===== config.mk =====
export PLATFORM = sky130hd
export DESIGN_NAME = pvs_isqrt
export DESIGN_NICKNAME = d
export VERILOG_FILES = /design/src/pvs_pkg.sv /design/src/pvs_isqrt.sv
export SDC_FILE = /design/constraint.sdc
export NUM_CORES = 2
export LEC_CHECK = 0
export BUFFER_PORTS_ARGS = -buffer_cell sky130_fd_sc_hd__buf_2
export CAP_MARGIN = 20
export CORE_ASPECT_RATIO = 0.5
export CORE_MARGIN = 2
export CORE_UTILIZATION = 40
export CTS_BUF_LIST = sky130_fd_sc_hd__clkbuf_16
export CTS_CLUSTER_DIAMETER = 150
export DETAILED_ROUTE_END_ITERATION = 6
export GPL_ROUTABILITY_DRIVEN = 0
export SETUP_SLACK_MARGIN = 0.05
export SKIP_CTS_REPAIR_TIMING = 1
export SYNTH_ARGS = -nofsm -noshare
export SYNTH_HDL_FRONTEND = slang
export SYNTH_MEMORY_MAX_BITS = 65536
export SYNTH_SLANG_ARGS = --single-unit

===== constraint.sdc =====
create_clock -name i_clk -period 5.6 [get_ports i_clk]
set_input_delay 1.12 -clock i_clk [delete_from_list [all_inputs] [get_ports i_clk]]
set_output_delay 1.12 -clock i_clk [all_outputs]
set_load 0.02 [all_outputs]

===== src/pvs_pkg.sv =====
// ----------------------------------------------------------------------------
// pvs_pkg
// Shared codes and types of the particle half-step integrator.
// ----------------------------------------------------------------------------
package pvs_pkg;

    localparam int CFG_INDEX_BITS = 3;

    typedef enum logic [CFG_INDEX_BITS-1:0] {
        CFG_DT_POSITION   = 3'd0,
        CFG_DT_FORCE_HALF = 3'd1,
        CFG_SPEED_LIMIT   = 3'd2,
        CFG_SMOOTHING     = 3'd3
    } t_cfg_index;

    typedef struct packed {
        logic en;
        logic valid;
    } t_stage_ctl;

endpackage


===== src/pvs_isqrt.sv =====
// ----------------------------------------------------------------------------
// pvs_isqrt
// Pipelined integer square root, one root bit per stage, floor result, with a
// sideband word that travels with the operand.
// ----------------------------------------------------------------------------
module pvs_isqrt #(
    parameter int ROOT_BITS = 32,
    parameter int SIDE_BITS = 1
) (
    input  logic                   i_clk,
    input  logic                   i_rst_n,
    input  pvs_pkg::t_stage_ctl    i_ctl,
    input  logic [2*ROOT_BITS-1:0] i_x,
    input  logic [SIDE_BITS-1:0]   i_side,
    output logic                   o_valid,
    output logic [ROOT_BITS-1:0]   o_root,
    output logic [SIDE_BITS-1:0]   o_side
);
    import pvs_pkg::*;

    localparam int XB = 2 * ROOT_BITS;
    localparam int RB = ROOT_BITS + 2;

    logic                 r_valid [1:ROOT_BITS];
    logic [ROOT_BITS-1:0] r_root  [1:ROOT_BITS];
    logic [SIDE_BITS-1:0] r_side  [1:ROOT_BITS];
    logic [XB-1:0]        r_x     [1:ROOT_BITS-1];
    logic [RB-1:0]        r_rem   [1:ROOT_BITS-1];

    for (genvar s = 0; s < ROOT_BITS; s++) begin : g_stage
        logic                 w_valid;
        logic [XB-1:0]        w_x;
        logic [RB-1:0]        w_rem;
        logic [ROOT_BITS-1:0] w_root;
        logic [SIDE_BITS-1:0] w_side;
        logic [RB-1:0]        n_rem;
        logic [ROOT_BITS-1:0] n_root;
        logic [XB-1:0]        n_x;

        if (s == 0) begin : g_first
            assign w_valid = i_ctl.valid;
            assign w_x     = i_x;
            assign w_rem   = '0;
            assign w_root  = '0;
            assign w_side  = i_side;
        end else begin : g_next
            assign w_valid = r_valid[s];
            assign w_x     = r_x[s];
            assign w_rem   = r_rem[s];
            assign w_root  = r_root[s];
            assign w_side  = r_side[s];
        end

        always_comb begin
            logic [RB+1:0] acc;
            logic [RB+1:0] trial;
            acc   = {w_rem, w_x[XB-1:XB-2]};
            trial = (RB+2)'({w_root, 2'b01});
            if (acc >= trial) begin
                n_rem  = RB'(acc - trial);
                n_root = {w_root[ROOT_BITS-2:0], 1'b1};
            end else begin
                n_rem  = RB'(acc);
                n_root = {w_root[ROOT_BITS-2:0], 1'b0};
            end
            n_x = w_x << 2;
        end

        always_ff @(posedge i_clk) begin
            if (!i_rst_n) begin
                r_valid[s+1] <= 1'b0;
            end else if (i_ctl.en) begin
                r_valid[s+1] <= w_valid;
            end
        end

        always_ff @(posedge i_clk) begin
            if (i_ctl.en) begin
                r_root[s+1] <= n_root;
                r_side[s+1] <= w_side;
            end
        end

        if (s < ROOT_BITS - 1) begin : g_carry
            always_ff @(posedge i_clk) begin
                if (i_ctl.en) begin
                    r_x[s+1]   <= n_x;
                    r_rem[s+1] <= n_rem;
                end
            end
        end
    end

    assign o_valid = r_valid[ROOT_BITS];
    assign o_root  = r_root[ROOT_BITS];
    assign o_side  = r_side[ROOT_BITS];

endmodule


== Yosys cells after proc, flatten, opt, wreduce, memory -nomap -nowiden ==
Memories as Yosys holds them, arrays and structs flattened.
Cells that the tools add are included.
Operators by class
  $add $sub $neg: 31
  $mul: 0
  divide/modulo/power cells: 0
  $lt $le $gt $ge: 32
  equal/unequal tests: 0
  shift-type cells: 0
  mux-type cells: 100
  bitwise operators: 32
  reductions and logical operators: 0
Operators with widths (count)
  36-bit by 34-bit >= comparator with 1-bit output: 31
  34-bit 2-to-1 mux: 31
  34-bit subtractor: 30
  1-bit 2-to-1 mux: 69
  1-bit OR: 32
  2-bit by 1-bit subtractor with 3-bit output, second input constant: 1
  2-bit by 1-bit >= comparator with 1-bit output, second input constant: 1
Storage, ports and cells
  flip-flop bits (word level): 0
  latch bits: 0
  memory bits (writable): 4064
  ROM bits: 0
  input port bits: 69
  output and inout port bits: 34
  word-level logic and storage cells: 200
  memories: 5
Memory list
  r_x: words 31, bits a word 62, read ports 31, clocked after memory_dff 0, write ports 31, RTL line pvs_isqrt.sv:27  | logic [XB-1:0] r_x [1:ROOT_BITS-1];
  r_rem: words 31, bits a word 34, read ports 31, clocked after memory_dff 0, write ports 31, RTL line pvs_isqrt.sv:28  | logic [RB-1:0] r_rem [1:ROOT_BITS-1];
  r_root: words 32, bits a word 32, read ports 32, clocked after memory_dff 0, write ports 32, RTL line pvs_isqrt.sv:25  | logic [ROOT_BITS-1:0] r_root [1:ROOT_BITS];
  r_side: words 32, bits a word 1, read ports 32, clocked after memory_dff 0, write ports 32, RTL line pvs_isqrt.sv:26  | logic [SIDE_BITS-1:0] r_side [1:ROOT_BITS];
  r_valid: words 32, bits a word 1, read ports 32, clocked after memory_dff 0, write ports 32, RTL line pvs_isqrt.sv:24  | logic r_valid [1:ROOT_BITS];

== Longest topological paths before layout ==
  depth in word-level cells: 4
  gate-level depth with buffers: 14
  gate-level depth less buffers: 12

== Least setup slack after synthesis ==
No wires, ideal clock.
  kind: reg2reg
  start: register r_rem[1][417] (netlist name)
  end: register r_rem[1][460] (netlist name)
  library setup time: 0.260 ns
  data arrival time: 3.221 ns
  data required time: 5.340 ns
  setup slack: 2.119 ns
  cell stages (with the launch flop): 11
  path buffers: 2
  clock period less this slack: 3.481 ns
  cell sequence: edfxtp_1 -> ha_1 -> clkbuf_1 -> and3_1 -> nand2_1 -> or4_1 -> o311a_1 -> a211o_1 -> a21oi_1 -> buf_2 -> mux2_2

==> impl_metrics.ini <==
[timing]
finalHoldViolCount = 0
rsz0062_at_grt = false
fmax_mhz = 246
finalSetupViolations = 0
final-max-slew-violation-count = 0
setup_ws_ns = 1.53
tns_ns = 0
fin_crit_sh = 0.727
relSlewSlack = 0.234
post-route-min-period_ns = 4.07
clock_skew_ns = 0.0664
worst_pin_slew_ns = 1.15

[die]
start_util = 0.404
die_w_um = 778
dieArea_um2 = 304000
io_pins = 103
die-height_um = 391
coreArea_um2 = 297000
row_count = 141

[finish]
drive_above_1_share = 0.0723
multiInputGateArea_um2 = 38700
mostFrequentLayoutCell = edfxtp_1
mostFrequentLayoutCells = edfxtp_1, inv_1, nand2_1
register_area_um2 = 77700
nNetsFinal = 10100
fillers = 26400
instances_no_fill = 13600
stdcell_area_um2 = 133000
area_growth_pct = 11.3

[run]
drv_cap = 0

[setup_path]
endpoint_kind = flip-flop
required_ns = 6.22
r2r_slack_ns = 1.53
rr_startpoint = r_rem[0][467]
max_stage_delay_ns = 0.81
crit_family = simple AND/OR/NAND/NOR gates
path_max_fanout = 17
critPathSlowestCell = a2111oi_4
critPathKind = reg2reg
critPathLaunch = r_rem[0][467]
cp_num_buf_inv = 2
critical_path_arrival_ns = 4.69
cp_cell_sequence = or3_1 -> or2_2 -> or4_1 -> nor4_1 -> o31ai_1 -> a2111oi_4 -> buf_4 -> inv_1 -> and2_1 -> xor2_1
crit_path_start_kind = flip-flop

[pwr]
leakagePower_nw = 50.3
p_seq_frac = 0.490
total_power_mw = 52.8
powerDensity_nw_per_um2 = 396
p_switching_mw = 14.7
comb_power_share = 0.199
clock_power_share = 0.311
swShare = 0.279
p_int_mw = 38.0
ir_drop_uv = 288

[global_route]
grt_pass1_wl_mm = 358
grt_use_total = 0.143
grt_max_degree = 182
grt_pass1_vias = 69200
overflow = 0
antenna_found_initial = 0

[logic_synthesis]
yosys_warnings = 0
synth.cell_area_um2 = 120000
syn_inst = 9222
synthesis.nets = 9853
synth.distinct_cells = 87
synth_edf_count = 2587
yosysSeqAreaShare = 0.649
syn_avg_cell_area_um2 = 13.0
async_reset_ff_frac = 0
synth_ff_type = edfxtp_1
ys_seq_elements = 2587

[clocking]
cts_htree_levels = 4
clk_pin_slew_ns = 0.07
clk-insertion-delay-late_ns = 0.92
cts.path.max_buffers = 4
numCtsBuffers = 242
clock-root-buffer = clkbuf_16
cts_tree = built
cts_sinks = 2587

[run_status]
status = finished with violations
violations = design-rule violations

[place]
dp_hpwl_mm = 155
detailedPlace.worstSlack_ns = 1.55
dp.cells = 13200
post_dp_cell_area_um2 = 125000
portBuffers = 102

[detailed_routing]
ant_nets = 0
drc = 7
finalWirelength_mm = 222
num_vias = 69700
routedWlPerCell_um = 16.2
dr.first_iter.drc_count = 4384
vias_per_cell = 5.11
first_pass_iters = 7

[hold_path]
hold_path_class = in2reg
hp-start = i_x[11]
[kinds of logic after synthesis]
kind of cell	count (synthesis)	share of synthesized area
and+or+nand+nor	2426	0.100
other	1	0.0000313
DFF	2587	0.649
xor gates and xnor gates	843	0.0617
buffers and inverters	897	0.0285
adders and majority gates	562	0.0588
AOI/OAI and AO/OA	1830	0.0947
muxes	76	0.00705
[area by class of cell]
class | count | area share
flip-flops and latches | 2587 | 0.583
multi-input cells | 5738 | 0.291
clock buffers | 244 | 0.0459
well taps | 4004 | 0.0376
inverters | 709 | 0.0200
clock inverters | 191 | 0.0128
repair buffers | 175 | 0.00973
diodes | 1 | 0.0000188
[power by group through the flow]
stage	sequential (mW)	combinational (mW)	clock, mW
after global placement	26.2	10.2	0
after detailed placement	26.2	10.4	0
after global routing	26.1	11.8	17.8
final	25.8	10.5	16.4
after CTS	25.8	10.5	17.0
after floorplan	25.7	7.92	0
[metrics by stage]
step                      hold slack [ns]  utilization
after floorplan                     0.400            -
after global placement              0.400        0.423
after detailed placement            0.405        0.423
after CTS                           0.268        0.449
after global routing                0.271        0.449
final                               0.372        0.449
[registers in the layout, indices dropped and copies added, names as in the netlist]
signal and cells:
r_rem 1003, r_x 992, r_root 528, r_side 32, r_valid 32
[Yosys cell counts (54+ instances only)]
cell	instances	area, um^2
edfxtp_1	2587	77700
o21a_1	88	661
o21ai_0	480	2400
and3_1	86	538
o21bai_1	55	413
mux2_2	66	743
a211oi_1	54	405
ha_1	562	7030
nand3_1	134	671
a21o_1	212	1590
xnor2_1	416	3640
nor2_1	568	2130
xor2_1	427	3740
a31oi_1	54	338
nor3_1	206	1030
or4_1	62	465
clkbuf_1	165	619
nand4_1	100	626
nor4_1	131	820
o31ai_1	57	428
nand2b_1	111	694
or3_1	107	669
inv_1	708	2660
nor2b_1	75	469
a21oi_1	569	2850
nand2_1	662	2480
[final timing paths]
check | to | depth (start not counted)
worst min-delay path | r_x[0][73] | 1
worst max register to register | r_rem[0][492] | 10
worst min register to register | r_x[0][197] | 0
worst max-delay path | r_rem[0][492] | 10
[metal layers]
layer | wire, um | track usage | vias up
met5 | 0 | 0 | -
met4 | 8890 | 0.0564 | 0
met3 | 8460 | 0.0222 | 541
met2 | 111000 | 0.259 | 1364
met1 | 93300 | 0.170 | 33200
li1 | - | - | 34600
(Power assumes the default switching activity.)
