$ cat src/pvs_pkg.sv
// ----------------------------------------------------------------------------
// pvs_pkg
// Shared codes and types of the particle half-step integrator.
// ----------------------------------------------------------------------------
package pvs_pkg;

    localparam int CFG_INDEX_BITS = 3;

    typedef enum logic [CFG_INDEX_BITS-1:0] {
        CFG_DT_POSITION   = 3'd0,
        CFG_DT_FORCE_HALF = 3'd1,
        CFG_SPEED_LIMIT   = 3'd2,
        CFG_SMOOTHING     = 3'd3
    } t_cfg_index;

    typedef struct packed {
        logic en;
        logic valid;
    } t_stage_ctl;

endpackage

$ cat src/pvs_divider.sv
// ----------------------------------------------------------------------------
// pvs_divider
// Pipelined restoring divider, one quotient bit per stage, with lanes that
// share one divisor and a sideband word that travels with the operands.
// ----------------------------------------------------------------------------
module pvs_divider #(
    parameter int NUM_BITS  = 47,
    parameter int DEN_BITS  = 31,
    parameter int QUO_BITS  = 31,
    parameter int LANES     = 1,
    parameter int SIDE_BITS = 1
) (
    input  logic                               i_clk,
    input  logic                               i_rst_n,
    input  pvs_pkg::t_stage_ctl                i_ctl,
    input  logic [LANES-1:0][NUM_BITS-1:0]     i_num,
    input  logic [DEN_BITS-1:0]                i_den,
    input  logic [SIDE_BITS-1:0]               i_side,
    output logic                               o_valid,
    output logic [LANES-1:0][QUO_BITS-1:0]     o_quo,
    output logic [SIDE_BITS-1:0]               o_side
);
    import pvs_pkg::*;

    logic                              r_valid [1:QUO_BITS];
    logic [LANES-1:0][QUO_BITS-1:0]    r_quo   [1:QUO_BITS];
    logic [SIDE_BITS-1:0]              r_side  [1:QUO_BITS];
    logic [LANES-1:0][DEN_BITS-1:0]    r_rem   [1:QUO_BITS-1];
    logic [LANES-1:0][QUO_BITS-1:0]    r_low   [1:QUO_BITS-1];
    logic [DEN_BITS-1:0]               r_den   [1:QUO_BITS-1];

    for (genvar s = 0; s < QUO_BITS; s++) begin : g_stage
        logic                           w_valid;
        logic [LANES-1:0][DEN_BITS-1:0] w_rem;
        logic [LANES-1:0][DEN_BITS-1:0] n_rem;
        logic [LANES-1:0][QUO_BITS-1:0] w_low;
        logic [LANES-1:0][QUO_BITS-1:0] n_low;
        logic [LANES-1:0][QUO_BITS-1:0] w_quo;
        logic [LANES-1:0][QUO_BITS-1:0] n_quo;
        logic [DEN_BITS-1:0]            w_den;
        logic [SIDE_BITS-1:0]           w_side;

        if (s == 0) begin : g_first
            always_comb begin
                for (int l = 0; l < LANES; l++) begin
                    w_rem[l] = DEN_BITS'(i_num[l] >> QUO_BITS);
                    w_low[l] = i_num[l][QUO_BITS-1:0];
                end
            end
            assign w_quo   = '0;
            assign w_valid = i_ctl.valid;
            assign w_den   = i_den;
            assign w_side  = i_side;
        end else begin : g_next
            assign w_rem   = r_rem[s];
            assign w_low   = r_low[s];
            assign w_quo   = r_quo[s];
            assign w_valid = r_valid[s];
            assign w_den   = r_den[s];
            assign w_side  = r_side[s];
        end

        always_comb begin
            logic [DEN_BITS:0] trial;
            for (int l = 0; l < LANES; l++) begin
                trial = {w_rem[l], w_low[l][QUO_BITS-1]};
                if (trial >= {1'b0, w_den}) begin
                    n_rem[l] = DEN_BITS'(trial - {1'b0, w_den});
                    n_quo[l] = {w_quo[l][QUO_BITS-2:0], 1'b1};
                end else begin
                    n_rem[l] = DEN_BITS'(trial);
                    n_quo[l] = {w_quo[l][QUO_BITS-2:0], 1'b0};
                end
                n_low[l] = w_low[l] << 1;
            end
        end

        always_ff @(posedge i_clk) begin
            if (!i_rst_n) begin
                r_valid[s+1] <= 1'b0;
            end else if (i_ctl.en) begin
                r_valid[s+1] <= w_valid;
            end
        end

        always_ff @(posedge i_clk) begin
            if (i_ctl.en) begin
                r_quo[s+1]  <= n_quo;
                r_side[s+1] <= w_side;
            end
        end

        if (s < QUO_BITS - 1) begin : g_carry
            always_ff @(posedge i_clk) begin
                if (i_ctl.en) begin
                    r_rem[s+1] <= n_rem;
                    r_low[s+1] <= n_low;
                    r_den[s+1] <= w_den;
                end
            end
        end
    end

    assign o_valid = r_valid[QUO_BITS];
    assign o_quo   = r_quo[QUO_BITS];
    assign o_side  = r_side[QUO_BITS];

endmodule

$ cat config.mk
export PLATFORM = sky130hd
export DESIGN_NAME = pvs_divider
export DESIGN_NICKNAME = d
export VERILOG_FILES = /design/src/pvs_pkg.sv /design/src/pvs_divider.sv
export SDC_FILE = /design/constraint.sdc
export NUM_CORES = 2
export LEC_CHECK = 0
export BUFFER_PORTS_ARGS = -buffer_cell sky130_fd_sc_hd__buf_2
export CELL_PAD_IN_SITES_DETAIL_PLACEMENT = 1
export CELL_PAD_IN_SITES_GLOBAL_PLACEMENT = 1
export CORE_ASPECT_RATIO = 1.25
export CORE_MARGIN = 2
export CORE_UTILIZATION = 45
export DETAILED_ROUTE_END_ITERATION = 7
export GPL_ROUTABILITY_DRIVEN = 0
export PLACE_DENSITY = 0.79
export SETUP_SLACK_MARGIN = 0.4
export SYNTH_ARGS = -nofsm -noshare
export SYNTH_HDL_FRONTEND = slang
export SYNTH_SLANG_ARGS = --single-unit
$ cat constraint.sdc
create_clock -name i_clk -period 5.4 [get_ports i_clk]
set_clock_uncertainty 0.2 [all_clocks]
set_input_delay 1.08 -clock i_clk [delete_from_list [all_inputs] [get_ports i_clk]]
set_output_delay 1.08 -clock i_clk [all_outputs]
set_load 0.02 [all_outputs]
# Yosys cells after proc, flatten, opt, wreduce, memory -nomap -nowiden
# Memory sizes are Yosys's and may differ from the RTL's.
# Cells that the tools add are included.
# op_classes
n_addsub	30
n_lt_le_gt_ge	31
mux	97
n_bitwise	31
# op_table
cell	count
$ge 32x31->1	30
$mux 31	30
$sub 31x31->31	29
$mux 1	67
$ge 17x31->1	1
$or 1x1->1	31
$sub 17x31->31	1
# totals
ff_bits	0
ramBits	3783
in_bits	83
output_inout_bits	33
wordCells	195
n_memories	6
# memory_table
name	depth	width	rd	rd_ports_with_merged_regs	write_ports	line	source
r_quo	31	31	31	0	31	pvs_divider.sv:26	logic [LANES-1:0][QUO_BITS-1:0] r_quo [1:QUO_BITS];
r_den	30	31	30	0	30	pvs_divider.sv:30	logic [DEN_BITS-1:0] r_den [1:QUO_BITS-1];
r_rem	30	31	30	0	30	pvs_divider.sv:28	logic [LANES-1:0][DEN_BITS-1:0] r_rem [1:QUO_BITS-1];
r_low	30	30	30	0	30	pvs_divider.sv:29	logic [LANES-1:0][QUO_BITS-1:0] r_low [1:QUO_BITS-1];
r_side	31	1	31	0	31	pvs_divider.sv:27	logic [SIDE_BITS-1:0] r_side [1:QUO_BITS];
r_valid	31	1	31	0	31	pvs_divider.sv:25	logic r_valid [1:QUO_BITS];

# Depth between registers and ports, before layout
# logic_depth
ltp_word	4
mapped_depth	16
depth_no_buf	15

# Least setup slack after synthesis
# OpenSTA, ideal clock, no wires.
# synth_timing
kind	input port to flip-flop
from	input i_num[30] (netlist name)
to	register, netlist name r_rem[0][53]
arrival_ns	3.772
path_slack_ns	1.162
cell_stages	15
n_path_buf	0
cell_sequence	inv_1 ha_1 inv_1 fa_1 a21o_1 a21o_1 a2111oi_0 nor4_1 o31a_1 o41a_1 nand2b_1 nor3_1 nand2_1 xnor2_1 nor2_1
# synth_rtl
item	line	source
start, declared	pvs_divider.sv:16	input logic [LANES-1:0][NUM_BITS-1:0] i_num,

==> out/metrics.cfg <==
[sta]
hold_violations = 0
worst_pin_slew_ns = 1.331
final.setup.worst_slack_ns = 0.6080
finalCriticalPeriod_ns = 4.792
finalMaxSlewViolations = 0
slew_headroom_pct = 10.12
fmax_ghz = 0.2087
finalSetupViolations = 0
grt_setup_unrepaired = no
whs_ns = 0.1762
fin_crit_sh_pct = 88.74
tns_ns = 0

[final_layout]
stdcell_area_um2 = 161300
synthToLayoutAreaGrowth_pct = 11.18
drive_gt1_share_pct = 9.208
nFillCells = 32850
num-nets-final = 13090

[global_route]
first_global_vias = 101400
grt_usage_pct = 20.76
grt_overflow_total = 0
grt_antenna_before_repair = 6
grt_first_pass_wirelength_mm = 545.6
grt_max_degree = 171

[floorplanning]
start_util_pct = 45.12
rows = 233
fp.coreArea_um2 = 321600
die-area_um2 = 327000
io_pins = 116
die_x_um = 511.9
die_y_um = 638.8

[placement]
place_hpwl_mm = 258.8
portBuffers = 115
dpl-instance-area_um2 = 151600
place_ws_ns = 0.4144

[synth]
synth_mux_area_share_pct = 3.109
seq_area_frac_synth_pct = 59.67
synthAdderAreaFrac_pct = 8.581
async_reset_ff_share_pct = 0
synthXorXnorAreaFrac_pct = 4.733
synth_top_family_by_area = compound AO/OA/AOI/OAI gates
yosysWarnings = 0
ys_seq_elements = 2883
syn_area_per_cell_um2 = 12.40
synth_edf_count = 2883
yosys.area_share.simple_pct = 7.699
ys_types = 94
synth_compound_area_share_pct = 12.57
synthFlopType = edfxtp_1
mappedNetlistNets = 12760
syn_inst = 11700
syn_area_um2 = 145100

[power]
power_mw = 96.71
peakVddDrop_v = 0.0003096
powerDensity_nw_per_um2 = 599.6
p_leak_nw = 64.56

[drt]
dr.pass1.iters = 6
drc = 0
vias_per_cell = 5.600
wire_per_inst_um = 21.15
num_vias = 92360
antenna_left = 0
routed_wl_mm = 348.8
drt_iter0_drc = 4934

[critical_path]
worst_r2r_startpoint = r_den[0][343]
worstPathArrival_ns = 5.20
critPathLaunchType = flip-flop
timing.rr.end = r_rem[0][372]
crit_path_end_kind = flip-flop
cp.required_ns = 5.81
r2r_cells = 13
crit_type = reg2reg
reg2reg_slack_ns = 0.61
critPathMaxFanout = 34

[min_path]
hold_class = in2reg
whs_path_depth = 1
worstHoldEndpoint = r_low[0][32]
hold_start = i_num[2]

[clocking]
cts_tree = yes
insertion_delay_ns = 0.89
cts_max_path_buffers = 4
htree_levels = 5
clkSinkCount = 2883
clockRootBuffer = clkbuf_16
cts_buffers = 310
clk_pin_slew_ns = 0.07

[status]
status = finished clean

[run]
maxCapViolCount = 0

## power by group
| group | switching (mW) | total, mW | internal, mW | leakage (nW) |
|---|---|---|---|---|
| Clock | 8.71 | 20.4 | 11.7 | 4.67 |
| Sequential | 3.15 | 35.1 | 31.9 | 28.2 |
| Combinational | 23.7 | 41.2 | 17.5 | 31.7 |
## cell usage after synthesis, types with 57 or more instances
cell      count  share of area (%)
nand2b_1    149               0.64
and3_1      101               0.44
mux2_2      325                2.5
o21bai_1     95               0.49
clkbuf_1    189               0.49
inv_1      1143                3.0
nand3_1     166               0.57
nand2_1     714                1.8
o21ai_0     716                2.5
nor3_1      108               0.37
a211oi_1     68               0.35
xnor2_1     468                2.8
ha_1        947                8.2
o31ai_1      57               0.29
edfxtp_1   2883                 60
a31oi_1      99               0.43
nor2_1      619                1.6
xor2_1      316                1.9
o21a_1      129               0.67
nor2b_1     137               0.59
a21o_1      497                2.6
nand4_1     149               0.64
a21oi_1     915                3.2
## sequential cells by signal, summed over array words and instances, names as in the netlist
name,cells
r_den,930
r_rem,930
r_quo,496
r_low,465
r_side,31
r_valid,31
## per-layer routing
layer	share of wire (%)	vias up	wire length [µm]	GRT usage, %
li1	-	43660	-	-
met1	35	45850	121900	20.19
met2	56	1852	194300	41.42
met3	3.0	995	10600	2.464
met4	6.3	0	22000	12.01
met5	0	-	0	0
## cell usage in the layout, fill, tap and decap left out, types with 137 or more instances in the layout
master,count
ha_1,947
nand3_1,164
inv_1,1143
xor2_1,316
xnor2_1,468
nand2_1,713
nand2b_1,149
mux2_2,325
a21o_1,497
clkbuf_16,316
nor2_1,619
nor2b_1,137
o21ai_0,715
nand4_1,149
edfxtp_1,2883
a21oi_1,913
## worst max-delay path by stage
stage / startpoint / end / slack [ns] / cells past startpoint
3_3_place_gp: r_low[0][869] / r_rem[1][406] / 0.41 / 14
5_1_grt: r_low[0][869] / r_rem[1][425] / 0.40 / 15
4_1_cts: r_rem[1][373] / r_rem[1][406] / 0.42 / 12
2_1_floorplan: i_num[30] / r_rem[0][53] / 1.16 / 15
6_report: r_den[0][343] / r_rem[0][372] / 0.61 / 13
3_5_place_dp: r_low[0][869] / r_rem[1][410] / 0.41 / 14
## what timing repair did
item | in CTS | in global routing
buffers inserted | 0 | 0
hold buffers | 0 | 0
resized for setup | 0 | 3
endpoints found under the setup margin | 0 | 33
## critical path, stage by stage, from the launching register on
cell and delay, ns:
edfxtp_1 0.59, inv_1 0.09, ha_1 0.36, nor2b_1 0.16, o21a_1 0.19, o21ai_0 0.29
a21oi_1 0.19, a211oi_1 0.54, nor2_1 0.21, o21a_1 0.26, o21ai_1 0.17, nand3_2 0.41
buf_12 0.35, a21oi_1 0.47
## stage by stage
step	std cells	utilization, %
4_1_cts	16480	50.14
5_1_grt	16490	50.16
3_3_place_gp	15940	47.16
3_5_place_dp	15940	47.16
2_1_floorplan	11700	-
6_report	16490	50.16
## final cells by class
cell class / instances / area [µm²] / share of cell area [%]
inverters: 1144 / 4294 / 2.662
repair buffers: 254 / 2034 / 1.261
clock inverters: 159 / 1448 / 0.8975
clock buffers: 378 / 8140 / 5.047
diodes: 11 / 27.53 / 0.01707
flip-flops and latches: 2883 / 86570 / 53.68
multi-input cells: 7432 / 53480 / 33.16
well taps: 4230 / 5293 / 3.281
## cells by family after synthesis
family          Yosys count
compound gates         2932
xor+xnor                784
fa+ha+maj               977
buf+inv                1383
flops                  2883
mux                     394
simple gates           2344
No activity file was read; power rests on OpenSTA's default activity.
